<file path="src/hw/rtl/efc_pkg.sv">
`timescale 1ns / 1ps
// ----------------------------------------------------------------------------
// efc_pkg: shared types and constants of the envelope frame checker
// Item structs, status and register codes, header constants and the CRC-32
// byte update.
// ----------------------------------------------------------------------------
package efc_pkg;

	// Frame layout
	localparam int unsigned HeaderBytes  = 7;
	localparam int unsigned TrailerBytes = 4;
	localparam int unsigned PayloadMax   = 1024;
	localparam int unsigned FrameCap     = 4084;
	localparam int unsigned LengthCap    = (PayloadMax < FrameCap) ? PayloadMax : FrameCap;

	// "MFP1", entry 0 is the first byte on the wire
	localparam logic [3:0][7:0] Magic = {8'h31, 8'h50, 8'h46, 8'h4D};

	localparam logic [31:0] CrcPoly = 32'hEDB88320;
	localparam logic [31:0] CrcInit = 32'hFFFFFFFF;

	// Queue between classifier and CRC stage
	localparam int unsigned QueueDepth = 2;

	typedef enum logic [2:0] {
		ST_OK         = 3'd0,
		ST_BAD_MAGIC  = 3'd1,
		ST_BAD_VER    = 3'd2,
		ST_BAD_LEN    = 3'd3,
		ST_SIZE       = 3'd4,
		ST_CRC        = 3'd5
	} status_t;

	typedef enum logic {
		CFG_VERSION     = 1'b0,
		CFG_MAX_PAYLOAD = 1'b1
	} cfg_reg_t;

	typedef struct packed {
		logic [7:0] in_byte;
		logic       last_byte;
	} in_item_t;

	typedef struct packed {
		logic [7:0] out_byte;
		logic       is_payload;
		logic       frame_done;
		status_t    status;
	} out_item_t;

	// Classified byte as handed from front to back
	typedef struct packed {
		logic [7:0] data;
		logic       last;
		logic       is_payload;
		logic       crc_en;     // byte enters the running CRC
		logic       rx_en;      // byte is part of the trailer
		status_t    pre_status; // header/size verdict, valid with last
	} cls_item_t;

	// Reflected CRC-32, one byte, unrolled
	function automatic logic [31:0] crc_byte(input logic [31:0] crc, input logic [7:0] b);
		logic [31:0] c;
		c = crc ^ {24'h0, b};
		for (int k = 0; k < 8; k++) begin
			c = (c >> 1) ^ (CrcPoly & {32{c[0]}});
		end
		return c;
	endfunction

endpackage

</file>
<file path="src/hw/rtl/efc_front.sv">
`timescale 1ns / 1ps
`default_nettype none
// ----------------------------------------------------------------------------
// efc_front: byte classifier
// Tracks the offset in the frame, checks magic, version and length field,
// and tags each byte for the CRC stage.
// ----------------------------------------------------------------------------
module efc_front (
	input  wire logic                 clk,
	input  wire logic                 arst_n,
	input  wire logic                 src_valid,
	output logic                      src_ready,
	input  wire efc_pkg::in_item_t    src_req,
	input  wire logic [7:0]           exp_version,
	input  wire logic [10:0]          max_payload,
	input  wire logic                 q_full,
	output logic                      push,
	output efc_pkg::cls_item_t        cls
);

	localparam logic [11:0] LimCap = 12'(efc_pkg::LengthCap);

	logic [11:0]       pos_q;
	logic [15:0]       len_q;
	efc_pkg::status_t  err_q;

	logic [15:0]       len_nx;
	efc_pkg::status_t  err_nx;
	logic [11:0]       lim;
	logic              len_ok;
	logic [16:0]       pos_x;
	logic [16:0]       pay_end;
	logic [16:0]       trl_end;
	logic              in_hdr;
	logic              size_bad;

	assign src_ready = !q_full;
	assign push      = src_valid && src_ready;

	always_comb begin
		lim     = ({1'b0, max_payload} > LimCap) ? LimCap : {1'b0, max_payload};
		len_ok  = (len_q != 16'd0) && (len_q <= {4'h0, lim});
		pos_x   = {5'h0, pos_q};
		pay_end = {1'b0, len_q} + 17'(efc_pkg::HeaderBytes);
		trl_end = pay_end + 17'(efc_pkg::TrailerBytes);
		in_hdr  = pos_q < 12'(efc_pkg::HeaderBytes);
		len_nx  = len_q;
		err_nx  = err_q;

		if (pos_q < 12'd4) begin
			if (src_req.in_byte != efc_pkg::Magic[pos_q[1:0]] && err_q == efc_pkg::ST_OK) begin
				err_nx = efc_pkg::ST_BAD_MAGIC;
			end
		end else if (pos_q == 12'd4) begin
			if (src_req.in_byte != exp_version && err_q == efc_pkg::ST_OK) begin
				err_nx = efc_pkg::ST_BAD_VER;
			end
		end else if (pos_q == 12'd5) begin
			len_nx = {src_req.in_byte, 8'h00};
		end else if (pos_q == 12'd6) begin
			len_nx = {len_q[15:8], src_req.in_byte};
			if ((len_nx == 16'd0 || len_nx > {4'h0, lim}) && err_q == efc_pkg::ST_OK) begin
				err_nx = efc_pkg::ST_BAD_LEN;
			end
		end

		// total must be header + payload + trailer; offset of last = total - 1
		size_bad = in_hdr ||
			(pos_x != {1'b0, len_nx} + 17'(efc_pkg::HeaderBytes + efc_pkg::TrailerBytes - 1));

		cls.data       = src_req.in_byte;
		cls.last       = src_req.last_byte;
		cls.is_payload = !in_hdr && len_ok && (pos_x < pay_end);
		cls.crc_en     = in_hdr || cls.is_payload;
		cls.rx_en      = !in_hdr && len_ok && (pos_x >= pay_end) && (pos_x < trl_end);
		if (err_nx != efc_pkg::ST_OK) begin
			cls.pre_status = err_nx;
		end else if (size_bad) begin
			cls.pre_status = efc_pkg::ST_SIZE;
		end else begin
			cls.pre_status = efc_pkg::ST_OK;
		end
	end

	always_ff @(posedge clk or negedge arst_n) begin
		if (!arst_n) begin
			pos_q <= '0;
			len_q <= '0;
			err_q <= efc_pkg::ST_OK;
		end else if (push) begin
			if (src_req.last_byte) begin
				pos_q <= '0;
				len_q <= '0;
				err_q <= efc_pkg::ST_OK;
			end else begin
				if (pos_q != 12'hFFF) begin
					pos_q <= pos_q + 12'd1;
				end
				len_q <= len_nx;
				err_q <= err_nx;
			end
		end
	end

	// frame state is clean after an end of frame
	a_clear_on_last: assert property (@(posedge clk) disable iff (!arst_n)
		push && src_req.last_byte |=> pos_q == 12'd0 && err_q == efc_pkg::ST_OK)
		else $error("front state not cleared after last byte");

	// nothing in the header region is ever tagged as payload or trailer
	a_hdr_tags: assert property (@(posedge clk) disable iff (!arst_n)
		push && pos_q < 12'(efc_pkg::HeaderBytes) |-> !cls.is_payload && !cls.rx_en)
		else $error("header byte tagged as payload or trailer");

endmodule
`default_nettype wire

</file>
<file path="src/hw/rtl/efc_queue.sv">
`timescale 1ns / 1ps
`default_nettype none
// ----------------------------------------------------------------------------
// efc_queue: short FIFO of classified bytes
// Decouples the classifier from the CRC stage.
// ----------------------------------------------------------------------------
module efc_queue (
	input  wire logic               clk,
	input  wire logic               arst_n,
	input  wire logic               push,
	input  wire efc_pkg::cls_item_t wr_item,
	output logic                    full,
	input  wire logic               pop,
	output logic                    rd_valid,
	output efc_pkg::cls_item_t      rd_item
);

	localparam int unsigned Depth = efc_pkg::QueueDepth;
	localparam int unsigned PtrW  = (Depth > 1) ? $clog2(Depth) : 1;
	localparam int unsigned CntW  = $clog2(Depth + 1);

	efc_pkg::cls_item_t ent_q [Depth];
	logic [PtrW-1:0]    wr_ptr_q;
	logic [PtrW-1:0]    rd_ptr_q;
	logic [CntW-1:0]    cnt_q;

	assign full     = (cnt_q == CntW'(Depth));
	assign rd_valid = (cnt_q != '0);
	assign rd_item  = ent_q[rd_ptr_q];

	always_ff @(posedge clk) begin
		if (push) begin
			ent_q[wr_ptr_q] <= wr_item;
		end
	end

	always_ff @(posedge clk or negedge arst_n) begin
		if (!arst_n) begin
			wr_ptr_q <= '0;
			rd_ptr_q <= '0;
			cnt_q    <= '0;
		end else begin
			if (push) begin
				wr_ptr_q <= (wr_ptr_q == PtrW'(Depth - 1)) ? '0 : wr_ptr_q + 1'b1;
			end
			if (pop) begin
				rd_ptr_q <= (rd_ptr_q == PtrW'(Depth - 1)) ? '0 : rd_ptr_q + 1'b1;
			end
			case ({push, pop})
				2'b10:   cnt_q <= cnt_q + 1'b1;
				2'b01:   cnt_q <= cnt_q - 1'b1;
				default: cnt_q <= cnt_q;
			endcase
		end
	end

	a_no_overrun: assert property (@(posedge clk) disable iff (!arst_n)
		!(push && full) && !(pop && !rd_valid))
		else $error("queue overrun or underrun");

endmodule
`default_nettype wire

</file>
<file path="src/hw/rtl/efc_back.sv">
`timescale 1ns / 1ps
`default_nettype none
// ----------------------------------------------------------------------------
// efc_back: CRC stage and result register
// Runs the CRC-32, collects the trailer and issues one result per byte.
// ----------------------------------------------------------------------------
module efc_back (
	input  wire logic               clk,
	input  wire logic               arst_n,
	input  wire logic               rd_valid,
	input  wire efc_pkg::cls_item_t rd_item,
	output logic                    pop,
	output logic                    dst_valid,
	input  wire logic               dst_ready,
	output efc_pkg::out_item_t      dst_req
);

	logic [31:0]        crc_q;
	logic [31:0]        rx_q;
	logic               dst_valid_q;
	efc_pkg::out_item_t dst_req_q;

	logic [31:0]        crc_nx;
	logic [31:0]        rx_nx;
	efc_pkg::out_item_t res;

	assign pop       = rd_valid && (!dst_valid_q || dst_ready);
	assign dst_valid = dst_valid_q;
	assign dst_req   = dst_req_q;

	always_comb begin
		crc_nx = rd_item.crc_en ? efc_pkg::crc_byte(crc_q, rd_item.data) : crc_q;
		rx_nx  = rd_item.rx_en ? {rx_q[23:0], rd_item.data} : rx_q;
		res.out_byte   = rd_item.data;
		res.is_payload = rd_item.is_payload;
		res.frame_done = rd_item.last;
		res.status     = efc_pkg::ST_OK;
		if (rd_item.last) begin
			if (rd_item.pre_status != efc_pkg::ST_OK) begin
				res.status = rd_item.pre_status;
			end else if ((crc_nx ^ efc_pkg::CrcInit) != rx_nx) begin
				res.status = efc_pkg::ST_CRC;
			end
		end
	end

	always_ff @(posedge clk) begin
		if (pop) begin
			dst_req_q <= res;
		end
	end

	always_ff @(posedge clk or negedge arst_n) begin
		if (!arst_n) begin
			crc_q       <= efc_pkg::CrcInit;
			rx_q        <= '0;
			dst_valid_q <= 1'b0;
		end else begin
			if (pop) begin
				dst_valid_q <= 1'b1;
				if (rd_item.last) begin
					crc_q <= efc_pkg::CrcInit;
					rx_q  <= '0;
				end else begin
					crc_q <= crc_nx;
					rx_q  <= rx_nx;
				end
			end else if (dst_ready) begin
				dst_valid_q <= 1'b0;
			end
		end
	end

	a_crc_restart: assert property (@(posedge clk) disable iff (!arst_n)
		pop && rd_item.last |=> crc_q == efc_pkg::CrcInit && rx_q == 32'd0)
		else $error("CRC state not restarted after frame end");

	a_status_only_on_done: assert property (@(posedge clk) disable iff (!arst_n)
		dst_valid_q && !dst_req_q.frame_done |-> dst_req_q.status == efc_pkg::ST_OK)
		else $error("status set on a byte that does not end a frame");

endmodule
`default_nettype wire

</file>
<file path="src/hw/rtl/envelope_frame_checker_unit.sv">
`timescale 1ns / 1ps
`default_nettype none
// ----------------------------------------------------------------------------
// envelope_frame_checker_unit: byte-stream envelope checker
// Checks magic "MFP1", version, length field, total size and a trailing
// big-endian CRC-32 per frame; passes every byte through, tags payload.
// ----------------------------------------------------------------------------
//
//  channel  signals                        direction  carries
//  -------  -----------------------------  ---------  --------------------------
//  src      src_valid src_ready src_req    in         one envelope byte + last
//  dst      dst_valid dst_ready dst_req    out        byte, payload tag, status
//  cfg      cfg_valid cfg_ready cfg_index  in         register writes
//           cfg_data                                  (0 version, 1 max payload)
//
// One byte per cycle sustained while dst keeps up. The front classifies a byte
// in the cycle it is accepted; it passes a two-entry queue and the byte-wide
// CRC-32 stage into the result register, which drives dst.
// Reset clears frame counters, error state and CRC and loads the register
// defaults (version 1, max payload 1024); no clearing pass.
// A dst stall fills the queue and then drops src_ready; cfg_ready stays high.
// ----------------------------------------------------------------------------
module envelope_frame_checker_unit (
	input  wire logic               clk,
	input  wire logic               arst_n,
	input  wire logic               src_valid,
	output logic                    src_ready,
	input  wire efc_pkg::in_item_t  src_req,
	output logic                    dst_valid,
	input  wire logic               dst_ready,
	output efc_pkg::out_item_t      dst_req,
	input  wire logic               cfg_valid,
	output logic                    cfg_ready,
	input  wire logic               cfg_index,
	input  wire logic [10:0]        cfg_data
);

	// configuration registers
	logic [7:0]  exp_version_q;
	logic [10:0] max_payload_q;

	// front -> queue -> back
	logic               push;
	logic               q_full;
	logic               pop;
	logic               rd_valid;
	efc_pkg::cls_item_t cls;
	efc_pkg::cls_item_t rd_item;

	assign cfg_ready = 1'b1;

	always_ff @(posedge clk or negedge arst_n) begin
		if (!arst_n) begin
			exp_version_q <= 8'd1;
			max_payload_q <= 11'd1024;
		end else if (cfg_valid && cfg_ready) begin
			case (efc_pkg::cfg_reg_t'(cfg_index))
				efc_pkg::CFG_VERSION:     exp_version_q <= cfg_data[7:0];
				efc_pkg::CFG_MAX_PAYLOAD: max_payload_q <= cfg_data;
				default:                  ;
			endcase
		end
	end

	// front: offset tracking, header checks, tagging
	efc_front u_front (
		.clk         (clk),
		.arst_n      (arst_n),
		.src_valid   (src_valid),
		.src_ready   (src_ready),
		.src_req     (src_req),
		.exp_version (exp_version_q),
		.max_payload (max_payload_q),
		.q_full      (q_full),
		.push        (push),
		.cls         (cls)
	);

	// decoupling queue
	efc_queue u_queue (
		.clk      (clk),
		.arst_n   (arst_n),
		.push     (push),
		.wr_item  (cls),
		.full     (q_full),
		.pop      (pop),
		.rd_valid (rd_valid),
		.rd_item  (rd_item)
	);

	// back: CRC, trailer compare, result register
	efc_back u_back (
		.clk       (clk),
		.arst_n    (arst_n),
		.rd_valid  (rd_valid),
		.rd_item   (rd_item),
		.pop       (pop),
		.dst_valid (dst_valid),
		.dst_ready (dst_ready),
		.dst_req   (dst_req)
	);

endmodule
`default_nettype wire

</file>
<file path="config.mk">
export PLATFORM = sky130hd
export DESIGN_NAME = envelope_frame_checker_unit
export DESIGN_NICKNAME = d
export VERILOG_FILES = /design/src/hw/rtl/efc_pkg.sv /design/src/hw/rtl/efc_front.sv /design/src/hw/rtl/efc_queue.sv /design/src/hw/rtl/efc_back.sv /design/src/hw/rtl/envelope_frame_checker_unit.sv
export SDC_FILE = /design/constraint.sdc
export NUM_CORES = 1
export LEC_CHECK = 0
export BUFFER_PORTS_ARGS = -buffer_cell sky130_fd_sc_hd__buf_2
export CORE_MARGIN = 2
export CORE_UTILIZATION = 40
export CTS_BUF_LIST = sky130_fd_sc_hd__clkbuf_2 sky130_fd_sc_hd__clkbuf_4 sky130_fd_sc_hd__clkbuf_8
export CTS_CLUSTER_SIZE = 40
export DETAILED_ROUTE_END_ITERATION = 16
export SLEW_MARGIN = 5
export SYNTH_ARGS = -nofsm -noshare
export SYNTH_HDL_FRONTEND = slang
export SYNTH_SLANG_ARGS = --single-unit
export TNS_END_PERCENT = 30
</file>
<file path="constraint.sdc">
create_clock -name clk -period 3.25 [get_ports clk]
set_input_delay 0.1625 -clock clk [delete_from_list [all_inputs] [get_ports clk]]
set_output_delay 0.1625 -clock clk [all_outputs]
set_load 0.05 [all_outputs]
</file>
==> impl_metrics.toml <==
[global_route]
grt_max_degree = 88
grt_pass1_vias = 8968
overflow = 0
grt_pass1_wl_microns = 51000
grt_antenna_before_repair = 1
grt_use_total_pct = 23.1

[power_and_ir_drop]
pwr-share-clk_pct = 9.3
swShare_pct = 42.3
combPwrFrac_pct = 71.0
power.switching_uw = 6960
leakagePower_uw = 0.00618
ir_worst_vdd_mv = 0.777
power_frac_seq_pct = 19.8
internal_power_uw = 9500
powerDensity_nw_per_um2 = 1160
p_total_uw = 16500

[critical_path]
critPathSlowestCell = "dfrtp_2"
slowest_delay_ps = 490
cp.required_ps = 3450
path_max_fanout = 5
critPathLaunchType = "register"
path_cells = "buf_6, mux2_4, xor2_4, buf_12, buf_4, xnor2_4, buf_6, xnor2_1, xnor2_1, nand3_1, a21oi_2, nand3_1, o31ai_4, o21ai_1"
critical_path_arrival_ps = 3610
cp-end-kind = "register"
critical_path_class = "reg -> reg"

[timing]
fmax_mhz = 293
fin_skew_ps = 22.6
finalSetupViolCount = 6
worst_pin_slew_ps = 821
final_max_slew_viol_count = 0
max_slew_margin_pct = 44.8
period_share_pct = 105
grt_setup_unrepaired = "yes"
setup_ws_ps = -163
min_period_ps = 3410
tns_ps = -901
hold_ws_ps = 90.3
hold_violations = 0

[run_status]
violations = "negative setup slack"
outcome = "finished, violations left"

[final_layout]
fin_nets = 1366
layout.cells.non_filler = 1674
diodes = 0
nFillCells = 2426
seq_area_sq_um = 4310
syn_to_final_growth_pct = 27.9
drive_gt1_share_pct = 33.3
multi_input_area_sq_um = 6840

[hold_path]
hold_class = "in -> reg"

[synth]
synth-edff-count = 43
synthCells = 1057
ys.flop_type = "dfrtp_1"
ys_seq_elements = 162
synth.largest_area_cell = "dfrtp_1"
ys_types = 75
synthesis.nets = 1134
synthArstFlopShare_pct = 73.5
synth_top_area_share_pct = 19.2
synth_area_leaders = "dfrtp_1, edfxtp_1, dfstp_2, xor2_1, ha_1"
syn_area_per_cell_sq_um = 10.5
yosys_warnings = 0
seq_area_frac_synth_pct = 38.9
syn_area_sq_um = 11100
synthTopCellsByCount = "dfrtp_1, nand2_1, nor2_1, xor2_1, xnor2_1"
synth_most_common_cell = "dfrtp_1"

[floorplan]
die_w_microns = 170
fp-row-count = 60
chipHeight_microns = 170
start_util_pct = 40.9
io_pins = 42
core_sq_um = 27100
dieArea_sq_um = 29100

[placement]
post-dp-hpwl_microns = 24000
gp_congestion = 0.996
port_buffers = 40
dp.cells = 1599

[detailed_routing]
firstDrtPassIters = 6
antenna_left = 0
drc = 0
routed_wl_microns = 32400
num_vias = 9119
drtIter0Drc = 774
avgViaCountPerCell = 5.45
wl_per_cell_microns = 19.3

[clock_tree]
clk_path_buf_depth = 2
clock_latency_ps = 470
cts_sinks = 162
clock-root-buffer = "clkbuf_8"
htreeDepth = 4
cts_buffers = 17
tritoncts = "yes"
clk_pin_slew_ps = 90

[flow_run]
maxCapViolCount = 0
worst paths after layout:
kind | depth (start not counted) | to | startpoint | slack [ps]
max | 14 | u_back.dst_req[0] | u_queue.rd_ptr_q | -160
min | 1 | u_queue.ent_q[0][9] | src_req[3] | 90
max reg2reg | 14 | u_back.dst_req[0] | u_queue.rd_ptr_q | -160
min reg2reg | 1 | u_queue.wr_ptr_q | u_queue.wr_ptr_q | 500
max in group asynchronous | 3 | u_back.crc_q[11] | arst_n | 2170
min in group asynchronous | 2 | u_front.len_q[7] | arst_n | 180
repair_timing:
item	CTS	global route
setup buffers	15	16
pin swaps	16	40
resized for setup	26	55
hold buffers	13	0
hold endpoints to repair	49	0
endpoints found under the setup margin	6	12
through the flow:
stage                     worst slack [ps]  util [%]  area, sq um
after global placement                -343      47.9        13000
after CTS                             -122      50.8        13800
after floorplan                      -33.9         -        11100
after global routing                  -290      52.3        14200
final                                 -163      52.3        14200
after detailed placement              -395      47.9        13000
worst max-delay path: cells and delay by family (launching register included):
kind,cells,cell delay [ps]
XOR/XNOR,4,810
buffers and inverters,4,590
AND/OR/NAND/NOR,2,290
AO/OA/AOI/OAI,3,630
flip-flops,1,490
multiplexers,1,340
cell type report:
type | instances | share of cell area (%)
clock inverter | 12 | 0.838
multi-input combinational | 812 | 48.2
sequential | 162 | 30.4
tap | 372 | 3.28
inverter | 31 | 0.821
clock buffer | 20 | 1.90
timing repair buffer | 265 | 14.5
power by group through the flow:
stage          combinational (uW)  clock, uW  sequential (uW)
2_1_floorplan                6290          0             3430
3_3_place_gp                10300          0             3260
3_5_place_dp                10400          0             3270
4_1_cts                     10800       1560             3240
5_1_grt                     12500       1640             3320
6_report                    11700       1520             3250
kinds of logic after synthesis:
group	synth area share (%)
AO/OA/AOI/OAI	14.1
XOR/XNOR	16.8
adder cells (fa/ha/maj)	5.75
buffers and inverters	3.08
flip-flops	38.9
multiplexers	8.81
other	0.0338
AND/OR/NAND/NOR	12.5
sequential cells by signal, indices dropped and copies added, names as in the netlist:
signal / flops
u_front.len_q: 16
exp_version_q: 8
u_queue.rd_ptr_q: 1
u_queue.cnt_q: 2
u_back.crc_q: 32
u_back.dst_req: 13
u_front.err_q: 3
u_back.dst_valid: 1
u_queue.wr_ptr_q: 1
u_queue.ent_q: 30
u_front.pos_q: 12
max_payload_q: 11
u_back.rx_q: 32
per-layer routing:
layer / part of all wire (%) / GRT usage, % / vias to the layer above
met4: 2.1 / 7.10 / 2
met2: 45 / 35.6 / 319
met5: 0.040 / 0 / -
met3: 6.1 / 4.77 / 53
met1: 46 / 32.7 / 4449
li1: - / - / 4296
placed cells by master, fill, tap and decap left out, types with 9 or more instances in the layout:
master / instances
xnor3_1: 14
mux2i_1: 52
ha_1: 49
buf_4: 199
nand4_1: 19
dfstp_2: 34
o21ai_0: 29
nor4_1: 9
xnor2_1: 54
a22o_1: 42
mux2_2: 24
and3_1: 10
clkbuf_8: 19
o21a_1: 12
nand2b_1: 9
nand3_1: 18
a21o_1: 11
xor2_1: 67
nor2_1: 68
buf_12: 9
edfxtp_1: 43
a21oi_1: 47
dlygate4sd3_1: 13
xnor2_4: 9
dfrtp_1: 84
nand2_1: 79
buf_2: 39
nor3_1: 14
o22a_1: 11
nor2b_1: 11
inv_1: 29
xnor2_2: 9
(Power assumes the default switching activity.)
